--- config.mk ---
export PLATFORM = sky130hd
export DESIGN_NAME = dscg_ctrl
export DESIGN_NICKNAME = d
export VERILOG_FILES = /design/src/rtl/dscg_pkg.sv /design/src/rtl/dscg_ctrl.sv
export SDC_FILE = /design/constraint.sdc
export NUM_CORES = 1
export LEC_CHECK = 0
export BUFFER_PORTS_ARGS = -buffer_cell sky130_fd_sc_hd__buf_2
export CORE_AREA = 2 2 48 50
export DETAILED_ROUTE_END_ITERATION = 6
export DIE_AREA = 0 0 50 52
export PLACE_DENSITY = 0.78
export SYNTH_ARGS = -nofsm -noshare
export SYNTH_HDL_FRONTEND = slang
export SYNTH_SLANG_ARGS = --single-unit
--- constraint.sdc ---
create_clock -name clk -period 2.6 [get_ports clk]
set_input_delay 0.13 -clock clk [delete_from_list [all_inputs] [get_ports clk]]
set_output_delay 0.13 -clock clk [all_outputs]
set_load 0.01 [all_outputs]
--- src/rtl/dscg_pkg.sv ---
// shared types, constants and register map for the density stretch colormap unit
// no dependencies
package dscg_pkg;

  localparam int MAX_CELLS = 256;
  localparam int ADDR_W    = $clog2(MAX_CELLS);
  localparam int CNT_W     = $clog2(MAX_CELLS + 1);
  localparam int PADDR_W   = 5;

  localparam logic [16:0] ONE_Q16 = 17'h10000;

  localparam int DIV_STEPS  = 32;
  localparam int SQ_STEPS   = 16;
  localparam int EXP_BITS   = 16;
  localparam int SQRT_STEPS = 31;

  localparam logic [15:0] CLIP_HIGH_RST = 16'hFFFF;
  localparam logic [15:0] GAMMA_RST     = 16'd2867;
  localparam logic [15:0] GAIN_RST      = 16'd6144;

  typedef enum logic [2:0] {
    REG_AUTO_RANGE   = 3'd0,
    REG_CLIP_LOW     = 3'd1,
    REG_CLIP_HIGH    = 3'd2,
    REG_LEVEL_BIAS   = 3'd3,
    REG_GAMMA        = 3'd4,
    REG_GAIN         = 3'd5
  } reg_idx_t;

  typedef struct packed {
    logic               auto_range;
    logic [15:0]        clip_low;
    logic [15:0]        clip_high;
    logic signed [16:0] level_bias;
    logic [15:0]        gamma_exponent;
    logic [15:0]        output_gain;
  } cfg_t;

  typedef enum logic [4:0] {
    DP_NONE,
    DP_LOAD,
    DP_READ,
    DP_DIV_INIT,
    DP_DIV_STEP,
    DP_NORM,
    DP_SET_ONE,
    DP_SET_ZERO,
    DP_LOG_INIT,
    DP_SQ_STEP,
    DP_MAG,
    DP_EXP_BIT,
    DP_SQRT_STEP,
    DP_SQRT_END,
    DP_SCALE,
    DP_GAIN,
    DP_OUT
  } dp_op_t;

  typedef struct packed {
    logic can_emit;
    logic cell_missing;
    logic v_one;
    logic v_zero;
    logic gamma_zero;
    logic q_big;
  } dp_stat_t;

endpackage

--- src/rtl/dscg_ctrl.sv ---
// sequencer for load, readout and the per-cell mapping steps
// depends on dscg_pkg
module dscg_ctrl import dscg_pkg::*; (
  input  logic     clk,
  input  logic     rst,
  input  logic     in_valid,
  input  logic     in_op,
  output logic     in_ready,
  output logic     out_valid,
  input  logic     out_ready,
  input  dp_stat_t stat,
  output dp_op_t   cmd
);

  typedef enum logic [3:0] {
    S_IDLE, S_CHECK, S_DIV, S_NORM, S_GSEL, S_SQ, S_MAG, S_QCHK,
    S_EXP, S_SQRT, S_SQRT_END, S_SCALE, S_GAIN, S_FIN
  } state_t;

  state_t     state, state_next;
  logic [4:0] cnt, cnt_next;
  logic [3:0] bit_cnt, bit_cnt_next;
  logic       out_free;

  assign out_free = !out_valid || out_ready;
  assign in_ready = state == S_IDLE;

  always_comb begin
    cmd          = DP_NONE;
    state_next   = state;
    cnt_next     = cnt;
    bit_cnt_next = bit_cnt;
    case (state)
      S_IDLE: begin
        if (in_valid) begin
          if (!in_op) begin
            cmd = DP_LOAD;
          end else if (stat.can_emit) begin
            cmd        = DP_READ;
            state_next = S_CHECK;
          end
        end
      end
      S_CHECK: begin
        if (stat.cell_missing) begin
          state_next = S_FIN;
        end else begin
          cmd        = DP_DIV_INIT;
          cnt_next   = 5'd0;
          state_next = S_DIV;
        end
      end
      S_DIV: begin
        cmd      = DP_DIV_STEP;
        cnt_next = cnt + 1'b1;
        if (cnt == 5'(DIV_STEPS - 1)) state_next = S_NORM;
      end
      S_NORM: begin
        cmd        = DP_NORM;
        state_next = S_GSEL;
      end
      S_GSEL: begin
        if (stat.v_one || stat.gamma_zero) begin
          cmd        = DP_SET_ONE;
          state_next = S_GAIN;
        end else if (stat.v_zero) begin
          state_next = S_GAIN;
        end else begin
          cmd        = DP_LOG_INIT;
          cnt_next   = 5'd0;
          state_next = S_SQ;
        end
      end
      S_SQ: begin
        cmd      = DP_SQ_STEP;
        cnt_next = cnt + 1'b1;
        if (cnt == 5'(SQ_STEPS - 1)) state_next = S_MAG;
      end
      S_MAG: begin
        cmd        = DP_MAG;
        state_next = S_QCHK;
      end
      S_QCHK: begin
        if (stat.q_big) begin
          cmd        = DP_SET_ZERO;
          state_next = S_GAIN;
        end else begin
          bit_cnt_next = 4'd0;
          state_next   = S_EXP;
        end
      end
      S_EXP: begin
        cmd        = DP_EXP_BIT;
        cnt_next   = 5'd0;
        state_next = S_SQRT;
      end
      S_SQRT: begin
        cmd      = DP_SQRT_STEP;
        cnt_next = cnt + 1'b1;
        if (cnt == 5'(SQRT_STEPS - 1)) state_next = S_SQRT_END;
      end
      S_SQRT_END: begin
        cmd = DP_SQRT_END;
        if (bit_cnt == 4'(EXP_BITS - 1)) begin
          state_next = S_SCALE;
        end else begin
          bit_cnt_next = bit_cnt + 1'b1;
          state_next   = S_EXP;
        end
      end
      S_SCALE: begin
        cmd        = DP_SCALE;
        state_next = S_GAIN;
      end
      S_GAIN: begin
        cmd        = DP_GAIN;
        state_next = S_FIN;
      end
      S_FIN: begin
        if (out_free) begin
          cmd        = DP_OUT;
          state_next = S_IDLE;
        end
      end
      default: state_next = S_IDLE;
    endcase
  end

  always_ff @(posedge clk) begin
    if (rst) begin
      state     <= S_IDLE;
      cnt       <= 5'd0;
      bit_cnt   <= 4'd0;
      out_valid <= 1'b0;
    end else begin
      state   <= state_next;
      cnt     <= cnt_next;
      bit_cnt <= bit_cnt_next;
      if (state == S_FIN && out_free) out_valid <= 1'b1;
      else if (out_ready) out_valid <= 1'b0;
    end
  end

  a_fin_loads: assert property (@(posedge clk) disable iff (rst)
    (state == S_FIN && out_free) |=> out_valid)
    else $error("result not presented after finish");

  a_sq_bound: assert property (@(posedge clk) disable iff (rst)
    (state == S_SQ) |-> (cnt < 5'(SQ_STEPS)))
    else $error("squaring count out of range");

  a_exp_bound: assert property (@(posedge clk) disable iff (rst)
    (state == S_SQRT_END && bit_cnt == 4'(EXP_BITS - 1)) |=> (state == S_SCALE))
    else $error("exp2 sequence overran");

  a_busy_no_accept: assert property (@(posedge clk) disable iff (rst)
    (state != S_IDLE) |-> (cmd != DP_LOAD && cmd != DP_READ))
    else $error("store touched while busy");

endmodule

# After elaboration in Yosys (flattened, before gate mapping)
# Index checks and enable logic that the tools add are counted.
[word_totals]
reg_bits = 14
in_bits = 11
output_inout_bits = 7
wordCells = 78
[classes]
add_sub_neg = 2
eq_ne = 29
mux = 31
reduce_logical = 12
[op_table]
columns = ["operator", "count"]
rows = [
  ["$pmux W5 S14", 1],
  ["$mux W4", 14],
  ["$pmux W4 S14", 1],
  ["$eq A4 B4 Y1 const B", 7],
  ["$ne A2 B2 Y1 const B", 11],
  ["$mux W5", 4],
  ["$pmux W5 S4", 1],
  ["$eq A4 B3 Y1 const B", 4],
  ["$eq A5 B5 Y1 const B", 2],
  ["$mux W2", 5],
  ["$eq A4 B2 Y1 const B", 2],
  ["$pmux W4 S2", 1],
  ["$reduce_and A7 Y1", 1],
  ["$mux W3", 2],
  ["$add A5 B1 Y5 const B", 1],
  ["$eq A5 B4 Y1 const B", 1],
  ["$add A4 B1 Y4 const B", 1],
  ["$eq A4 B1 Y1 const B", 1],
  ["$logic_not A4 Y1", 1],
  ["$reduce_and A4 Y1", 1],
  ["$reduce_bool A2 Y1", 2],
  ["$reduce_bool A4 Y1", 1],
  ["$reduce_and A3 Y1", 1],
  ["$reduce_or A3 Y1", 1],
  ["5 further kinds", 7],
]

# Longest topological paths before layout
# Gate-level depths: netlist (run 1).
[logic_depth]
depth_word = 4
mapped_depth = 7
depth_no_buf = 7

# Worst setup path after synthesis (run 1)
# No wires, ideal clock.
[synth_path]
kind = "flip-flop to flip-flop"
from = "register cnt[0]"
to = "register state[2]"
setup_ns = 0.101
t_arrival_ns = 1.587
setup_slack_ns = 0.912
stages_incl_launch_ff = 8
period_less_slack_ns = 1.688
cell_sequence = "dfxtp_1 > ha_1 > and3_1 > ha_1 > o32ai_2 > a21oi_2 > a211o_1 > o41ai_1"
[synth_between]
elab_chain_len = 3
[synth_lines]
columns = ["item", "line_no", "rtl"]
rows = [
  ["from (decl)", "dscg_ctrl.sv:21", "logic [4:0] cnt, cnt_next;"],
  ["from (signal assigned)", "dscg_ctrl.sv:137", "cnt <= cnt_next;"],
  ["$eq A5 B5 Y1, or another cell as far along", "dscg_ctrl.sv:100", "if (cnt == 5'(SQRT_STEPS - 1)) state_next = S_SQRT_END;"],
  ["$ne A2 B2 Y1 (no line)", "--", ""],
  ["$reduce_and A7 Y1 (no line) (*)", "--", ""],
  ["to (signal assigned)", "dscg_ctrl.sv:136", "state <= state_next;"],
  ["to (decl)", "dscg_ctrl.sv:20", "state_t state, state_next;"],
]
# Mark *: on every way between the ends. The rest lies on a longest branch, timed or not.
# A chain may end at the register's enable or synchronous reset.

# Final worst setup path (run 1)
[layout_path]
from = "register state[3]"
to = "output port cmd[1]"
[layout_between]
elab_chain_len = 2
[layout_lines]
columns = ["item", "line_no", "rtl"]
rows = [
  ["$eq A4 B4 Y1, or another cell as far along", "dscg_ctrl.sv:33", "case (state)"],
  ["$pmux W5 S14 (*)", "dscg_ctrl.sv:33", ""],
  ["to (decl)", "dscg_ctrl.sv:12", "output dp_op_t cmd"],
]
# Marks and branches as above.

==> run metrics, run 1 <==
most common cell after layout, fill and taps aside=nor2_1; synthesized area=1090 sq um; final setup vio count=0; # nets final=184; Yosys reg bits=14; clock-pin slew on the worst setup and hold paths=80 ps; setup TNS=0 ps; Die Span Y=52 um; clk root buf=clkbuf_4; ys flop type=dfxtp_1; Max Root-Sink Buffers=2; Die W=50 um; net count after synthesis=171; Clock Latency Late Sink=280 ps; Synth Area in Compound Gates=33.1%; Final Instance Area=1200 sq um; PnR Total Power=1.08 mW; n_diodes=0; Critical Path RT=2470 ps; syn avg cell area=7.04 sq um; routed vias/inst=5.96; largest family of logic cells by synthesized area=compound AO/OA/AOI/OAI gates; Hold Path Class=primary input to flop; Slew @ Worst Pin=713 ps; Post-synth EDFFs=0; Hold Vio Cnt, Final=0; number of global-route vias before repair=1,059; total of max-cap violations=0; Hold Worst Slack=153 ps; CTS tree=done; type of origin of the critical path=flop; # fillers=220; # resized after CTS=0; H-tree level count=1; GRT Overall Usage=22.5%; Initial Util=51.8%; setup repair after global routing missed its margin=false; number of antenna violations at the first check in global routing=0; clk_skew=4.11 ps; adder-cell share of the synthesized area=5.73%; IO Count=18; CP max FO=23; placed cell area=1170 sq um; asr flop ratio synth=0%; share of layout cells above drive strength 1=16.3%; yosys warns=0; Post-route DRC=0; Overflow after GRT=0; xor and xnor area share after synthesis=0.803%; CP Class=flop to output pin; worst path cell trace=inv_2 -> nand2_1 -> o21ai_0 -> o2bb2ai_1 -> a221o_1 -> buf_2; area grow syn2layout=9.63%; hold buffer count at CTS=0; CTS Buf Count=3; P per Cell Area=906 nW/um^2; core footprint=2110 sq um; fin crit share=82.7%; clk sink count=14; final core occ=56.8%; GP Congestion=0.920; largest net degree at the start of global routing=24; post-CTS setup buffers=0; status=completed; VDD IR max=0.505 mV; commonest cells after routing, fill and taps aside=nor2_1 (23), a21oi_1 (19), buf_2 (17), dfxtp_1 (14), nand2_1 (10); initial detailed-routing violation count=32; fin. max-slew vios=0; Max Clock Freq=0.465 GHz; Initial DRT Pass Iterations=4; Critical Path Sink Type=output pin; Vias=1,156; P_leak=0.454 nW; first-pass GRT wire length=4500 um; Detailed Place HPWL=2000 um; Yosys cell types=43; simple-gate share of the synthesized area=28.8%; Syn Inst Count=155; min cycle time layout=2150 ps; Port Buffers=17; CP max-delay cell=dfxtp_1; die area=2600 sq um; Rows=17; Worst Path Arrival=2020 ps; Slew headroom=52.4%; crit-path max cell delay=790 ps; Post-Route WL=2630 um; Detail Route Antenna Nets=0; share of the yosys chip area belonging to registers=25.7%; post-synthesis mux area share=0%; DR WL/cell=13.6 um
==> kinds of logic after synthesis <==
logic type               count (synthesis)
adder cells (fa/ha/maj)                  5
AO/OA/AOI/OAI                           55
buffers and inverters                   16
flip-flops                              14
XOR/XNOR                                 1
AND/OR/NAND/NOR                         64
==> synthesized netlist by cell type (all sizes together) (2+ instances only) <==
library cell / instances / share of area (%)
or2: 4 / 2.3
nor3: 8 / 3.7
nand2b: 6 / 3.4
inv: 6 / 2.1
nand2: 10 / 3.4
buf: 6 / 2.4
and3: 4 / 2.3
a31oi: 3 / 1.7
a211oi: 3 / 2.1
o21ai: 12 / 5.5
a21oi: 20 / 9.5
nand3: 3 / 1.4
o22ai: 2 / 1.1
dfxtp: 14 / 26
nor2: 23 / 7.9
clkbuf: 3 / 1.0
a221o: 2 / 1.8
a311oi: 2 / 1.6
ha: 5 / 5.7
==> flip-flops by register name, summed over array words and instances, names as in the netlist <==
register   flops
bit_cnt        4
cnt            5
out_valid      1
state          4
==> routing by layer <==
metal  track usage, %  part of all wire [%]  up-vias
li1                 -                     -      590
met1             27.1                    44      526
met2             37.7                    49       34
met3             2.87                   4.5        6
met4             14.4                   2.3        0
met5                0                     0        -
==> report_power, final <==
group / switching (mW) / leakage, nW / total (mW) / internal, mW
Combinational: 0.336 / 0.327 / 0.588 / 0.252
Sequential: 0.123 / 0.114 / 0.371 / 0.248
Clock: 0.0703 / 0.0138 / 0.124 / 0.0538
==> path summary, 6_finish.rpt <==
| check | startpoint | to | slack (ps) | cells past startpoint |
|---|---|---|---|---|
| worst max register to register | state[1] | state[2] | 610 | 5 |
| worst min-delay path | out_ready | out_valid | 150 | 3 |
| worst max-delay path | state[3] | cmd[1] | 450 | 6 |
| worst min register to register | out_valid | out_valid | 520 | 2 |
==> layout make-up <==
| cell class | instances | area, sq um | share of cell area (%) |
|---|---|---|---|
| inverter | 7 | 26.3 | 2.20 |
| clock buffer | 3 | 22.5 | 1.88 |
| sequential | 14 | 280 | 23.4 |
| timing repair buffer | 17 | 85.1 | 7.11 |
| tap | 28 | 35.0 | 2.93 |
| multi-input combinational | 125 | 747 | 62.4 |
==> worst max-delay path: cells and delay by family, from the launching register on <==
kind	cells	cell delay (ps)
flops	1	790
compound gates	3	540
simple gates	1	120
buf+inv	2	290
==> per-stage QoR <==
step,instances,worst slack (ps)
floorplan,155,912
global placement,191,706
detailed placement,191,657
CTS,194,471
global route,194,276
finish,194,450
(Power assumes the default switching activity.)
==> run 2, diff against run 1 <==
- clock period: 2.6 -> 2.3 ns (I/O delays scaled with it)
==> run 2 against run 1 <==
Compared with the run above: non-clock buffer count grew 2; largest cell class unchanged; combinational power is 29% higher; critical endpoint is now cmd[0]; routed wire length rose by 9.7%; cell count grew 1.5%; sequential power is essentially flat; power up 21%; critical path depth is the same; sequential share of layout area fell by 0.55 points; via count up 4.8%; flip-flop and latch count unchanged; hold slack worse by 14 ps.
==> run metrics, run 2 (synthesized netlist as in run 1, its figures left out) <==
number of antenna violations at the first check in global routing=0 (unchanged); hold buffer count at CTS=0 (unchanged); Finished Layout Cells=197 (+1.5%); Post-Route WL=2880 um (+9.7%); CTS Buf Count=3 (unchanged); VDD IR max=0.519 mV (+2.9%); status=completed; final core occ=58.2% (+1.4 points); Detail Route Antenna Nets=0 (unchanged); Worst Path Arrival=1910 ps (-110 ps); CTS tree=done; placed cell area=1190 sq um (+1.3%); Initial Util=51.8% (unchanged); area grow syn2layout=12.3%; clk_skew=0.626 ps (-3.48 ps); Placed Cells=193 (+1.0%); n_diodes=0 (unchanged); Rows=17 (unchanged); clk sink count=14 (unchanged); Slew headroom=56.2% (+3.8 points); max FFs per register=5 (unchanged); largest net degree at the start of global routing=22 (-8.3%); Critical Path RT=2180 ps (-290 ps); core footprint=2110 sq um (unchanged); min cycle time layout=2030 ps; DR WL/cell=14.6 um (+8.0%); P per Cell Area=1070 nW/um^2 (+18%); Place WS=459 ps (-198 ps); IO Count=18 (unchanged); total of max-cap violations=0 (unchanged); GP Congestion=0.992 (+7.8%); # resized after CTS=0 (unchanged); Detailed Place HPWL=2080 um (+4.5%); Hold Vio Cnt, Final=0 (unchanged); Port Buffers=17 (unchanged); die area=2600 sq um (unchanged); Hold Worst Slack=139 ps (-13.8 ps); post-CTS setup buffers=0 (unchanged); PnR Total Power=1.31 mW (+21%); Vias=1,211 (+4.8%); Register-to-Register Path Depth=5 (unchanged); final worst setup slack=273 ps (-177 ps); setup repair after global routing missed its margin=false; Overflow after GRT=0 (unchanged); Initial DRT Pass Iterations=5 (+1); Int Pwr=0.680 mW (+23%); CP max FO=21 (-8.7%); initial detailed-routing violation count=62 (+94%); biggest regs=cnt x5, bit_cnt x4, state x4; commonest cells after routing, fill and taps aside=nor2_1 (23), a21oi_1 (19), buf_2 (17), dfxtp_1 (14), nand2_1 (10); Hold Path Class=primary input to flop; CP Class=flop to output pin; switching share of power=48.0% (-0.85 points); # nets final=186 (+1.1%); Post-route DRC=0 (unchanged); NetSw=0.629 mW (+19%); first-pass GRT wire length=4690 um (+4.3%); Clock Latency Late Sink=280 ps (about the same); clock-pin slew on the worst setup and hold paths=90 ps (about the same); setup TNS=0 ps (unchanged); final setup vio count=0 (unchanged); type of origin of the critical path=flop; P_leak=0.472 nW (+3.9%); most common cell after layout, fill and taps aside=nor2_1; Logic pwr share=57.9% (+3.6 points); Critical Path Sink Type=output pin; Largest Register=cnt; Final Instance Area=1220 sq um (+2.4%); fin crit share=88.1%; number of global-route vias before repair=1,129 (+6.6%); clk root buf=clkbuf_4; power share of the clock group=13.9% (+2.4 points); fin. max-slew vios=0 (unchanged); Die W=50 um (unchanged); Max Root-Sink Buffers=2 (unchanged); routed vias/inst=6.15 (+3.2%); share of layout cells above drive strength 1=17.8% (+1.5 points); H-tree level count=1 (unchanged); Slew @ Worst Pin=657 ps (-56.4 ps); Max Clock Freq=0.493 GHz; hold path cells=3 (unchanged); Seq pwr share=28.3% (-5.9 points); # fillers=207 (-5.9%); GRT Overall Usage=23.2% (+0.64 points); Die Span Y=52 um (unchanged)
-- run 2: cell count changes in the layout (fill, tap and decap cells not counted), sizes merged --
cell	before	now
buf	17	19
clkbuf	3	4
-- run 2: worst max-delay path, cell delays in order (launching register included) --
cell and delay [ps]:
dfxtp_1 750, nand2b_1 240, nor2_1 70, nor4b_1 270, a31oi_1 80, o21ai_1 80
buf_2 140
-- run 2: layout make-up --
type,instances,area [sq um],area share (%)
repair buffers,19,100,8.17
inverters,7,26.3,2.15
flip-flops and latches,14,280,22.9
clock buffers,4,36.3,2.96
well taps,28,35.0,2.86
multi-input cells,125,747,61.0
-- run 2: final timing paths --
path | endpoint | slack (ps) | from
worst min-delay path | out_valid | 140 | out_ready
worst min register to register | bit_cnt[3] | 520 | bit_cnt[3]
worst max register to register | state[0] | 400 | state[2]
worst max-delay path | cmd[0] | 270 | state[2]
-- run 2: power groups by stage --
stage	sequential (mW)	combinational [mW]	clock, mW
2_1_floorplan	0.313	0.601	0
3_3_place_gp	0.372	0.721	0
3_5_place_dp	0.373	0.737	0
4_1_cts	0.367	0.748	0.183
5_1_grt	0.381	0.823	0.195
6_report	0.370	0.757	0.182
-- run 2: layer usage --
layer | GRT usage, % | part of all wire [%] | up-vias
li1 | - | - | 600
met1 | 27.2 | 44 | 557
met2 | 40.8 | 50 | 49
met3 | 4.89 | 5.1 | 5
met4 | 9.26 | 1.2 | 0
met5 | 0 | 0 | -
==> run 3, diff against run 2 <==
- CTS_BUF_LIST: default -> sky130_fd_sc_hd__clkbuf_8
- clock period: 2.3 -> 2.6 ns (I/O delays scaled with it)
==> run 3 against run 2 <==
Compared with the run above: via count is 3.7% lower; final area fell by 0.82%; non-clock buffer count is 2 lower; clock power about the same; register-to-register slack gained 220 ps; sequential power barely moved; sequential share of layout area is 0.19 points higher; combinational power fell by 22%; power fell by 13%; worst setup slack better by 220 ps; critical path type unchanged; largest cell class unchanged; largest power group unchanged.
==> run metrics, run 3 (synthesized netlist as in run 1, its figures left out) <==
setup repair after global routing missed its margin=false; GP Congestion=0.920 (-7.2%); share of layout cells above drive strength 1=16.3% (-1.5 points); n_diodes=0 (unchanged); CTS tree=done; Die W=50 um (unchanged); setup TNS=0 ps (unchanged); fin. max-slew vios=0 (unchanged); placed cell area=1170 sq um (-1.3%); P per Cell Area=938 nW/um^2 (-12%); post-CTS setup buffers=0 (unchanged); initial detailed-routing violation count=28 (-55%); number of antenna violations at the first check in global routing=0 (unchanged); Overflow after GRT=0 (unchanged); largest net degree at the start of global routing=24 (+9.1%); Rows=17 (unchanged); CP max-delay cell=dfxtp_1; Largest Register=cnt; WHS Endpoint=out_valid; Die Span Y=52 um (unchanged); Worst Path Arrival=1980 ps (+70 ps); Register-to-Register Path Depth=5 (unchanged); Slew @ Worst Pin=708 ps (+51.1 ps); R2R Setup Slk=620 ps (+220 ps); Critical Path Sink Type=output pin; Final Instance Area=1210 sq um (-0.82%); clk root buf=clkbuf_8; Int Pwr=0.603 mW (-11%); Worst R2R Start=state[1]; fin crit share=81.0%; VDD IR max=0.570 mV (+9.8%); clk sink count=14 (unchanged); Max Clock Freq=0.475 GHz; hold buffer count at CTS=0 (unchanged); max FFs per register=5 (unchanged); DR WL/cell=13.7 um (-6.4%); die area=2600 sq um (unchanged); status=completed; CP Class=flop to output pin; Initial Util=51.8% (unchanged); biggest regs=cnt x5, bit_cnt x4, state x4; clock-pin slew on the worst setup and hold paths=60 ps (-30 ps); # fillers=213 (+2.9%); CP max FO=23 (+9.5%); CTS Buf Count=3 (unchanged); routed vias/inst=6.01 (-2.2%); # nets final=184 (-1.1%); most common cell after layout, fill and taps aside=nor2_1; final setup vio count=0 (unchanged); PnR Total Power=1.14 mW (-13%); Max Root-Sink Buffers=2 (unchanged); min cycle time layout=2110 ps; Clock Latency Late Sink=250 ps (-30 ps); core footprint=2110 sq um (unchanged); power share of the clock group=15.7% (+1.8 points); Critical Path RT=2470 ps (+290 ps); Vias=1,166 (-3.7%); Post-Route WL=2660 um (-7.9%); Place WS=657 ps (+198 ps); clk_skew=4.71 ps (+4.08 ps); P_leak=0.462 nW (-2.1%); first-pass GRT wire length=4520 um (-3.7%); crit-path max cell delay=770 ps (+20 ps); Logic pwr share=51.7% (-6.2 points); number of global-route vias before repair=1,057 (-6.4%); worst path cell trace=inv_2 -> nand2_1 -> o21ai_0 -> o2bb2ai_1 -> a221o_1 -> buf_2; final core occ=57.7% (-0.48 points); RR Endpoint=state[2]; worst hold path startpoint=out_ready; hold path cells=3 (unchanged); Placed Cells=191 (-1.0%); Seq pwr share=32.6% (+4.3 points); Detail Route Antenna Nets=0 (unchanged); NetSw=0.536 mW (-15%); Port Buffers=17 (unchanged); Hold Vio Cnt, Final=0 (unchanged); type of origin of the critical path=flop; Hold Path Class=primary input to flop; Slew headroom=52.8% (-3.4 points); GRT Overall Usage=23.1% (-0.090 points); # resized after CTS=0 (unchanged); Detailed Place HPWL=2000 um (-4.3%); register area=280 sq um (unchanged); switching share of power=47.1% (-0.96 points); H-tree level count=1 (unchanged); area of the multi-input gates=747 sq um (unchanged); final worst setup slack=493 ps (+220 ps); Initial DRT Pass Iterations=4 (-1); Hold Worst Slack=192 ps (+52.9 ps); total of max-cap violations=0 (unchanged); area grow syn2layout=11.4%; Finished Layout Cells=194 (-1.5%); Post-route DRC=0 (unchanged); commonest cells after routing, fill and taps aside=nor2_1 (23), a21oi_1 (19), buf_2 (17), dfxtp_1 (14), nand2_1 (10); IO Count=18 (unchanged)
run 3: cell count changes in the layout (fill, tap and decap cells not counted):
cell,delta
clkbuf_4,-3
buf_4,-2
clkbuf_8,+2
run 3: worst max-delay path: cells and delay by family (launching register included):
| family | cells | cell delay, ps |
|---|---|---|
| flops | 1 | 770 |
| buf+inv | 2 | 290 |
| simple gates | 1 | 120 |
| compound gates | 3 | 540 |
run 3: final cells by class:
type / count / share of cell area (%)
Clock buffer: 3 / 3.40
Inverter: 7 / 2.16
Multi-Input combinational cell: 125 / 61.5
Sequential cell: 14 / 23.1
Tap cell: 28 / 2.88
Timing Repair Buffer: 17 / 7.00
run 3: power by group through the flow:
| stage | Clock [mW] | Sequential (mW) | Combinational, mW |
|---|---|---|---|
| floorplan | 0 | 0.277 | 0.532 |
| global placement | 0 | 0.371 | 0.573 |
| detailed placement | 0 | 0.373 | 0.582 |
| CTS | 0.186 | 0.368 | 0.584 |
| global route | 0.190 | 0.386 | 0.657 |
| finish | 0.179 | 0.371 | 0.589 |
run 3: how the worst max path moves through the flow:
stage | from | cells after the start | end
2_1_floorplan | cnt[0] | 7 | state[2]
3_3_place_gp | state[1] | 5 | state[2]
3_5_place_dp | state[1] | 5 | state[2]
4_1_cts | state[3] | 6 | cmd[1]
5_1_grt | state[2] | 6 | cmd[0]
6_report | state[3] | 6 | cmd[1]
run 3: per-layer routing:
metal | track usage [%] | up-vias | routed length [um]
met2 | 37.7 | 41 | 1290
met3 | 3.74 | 7 | 151
met4 | 17.1 | 0 | 83
met1 | 27.1 | 526 | 1140
li1 | - | 592 | -
met5 | 0 | - | 0
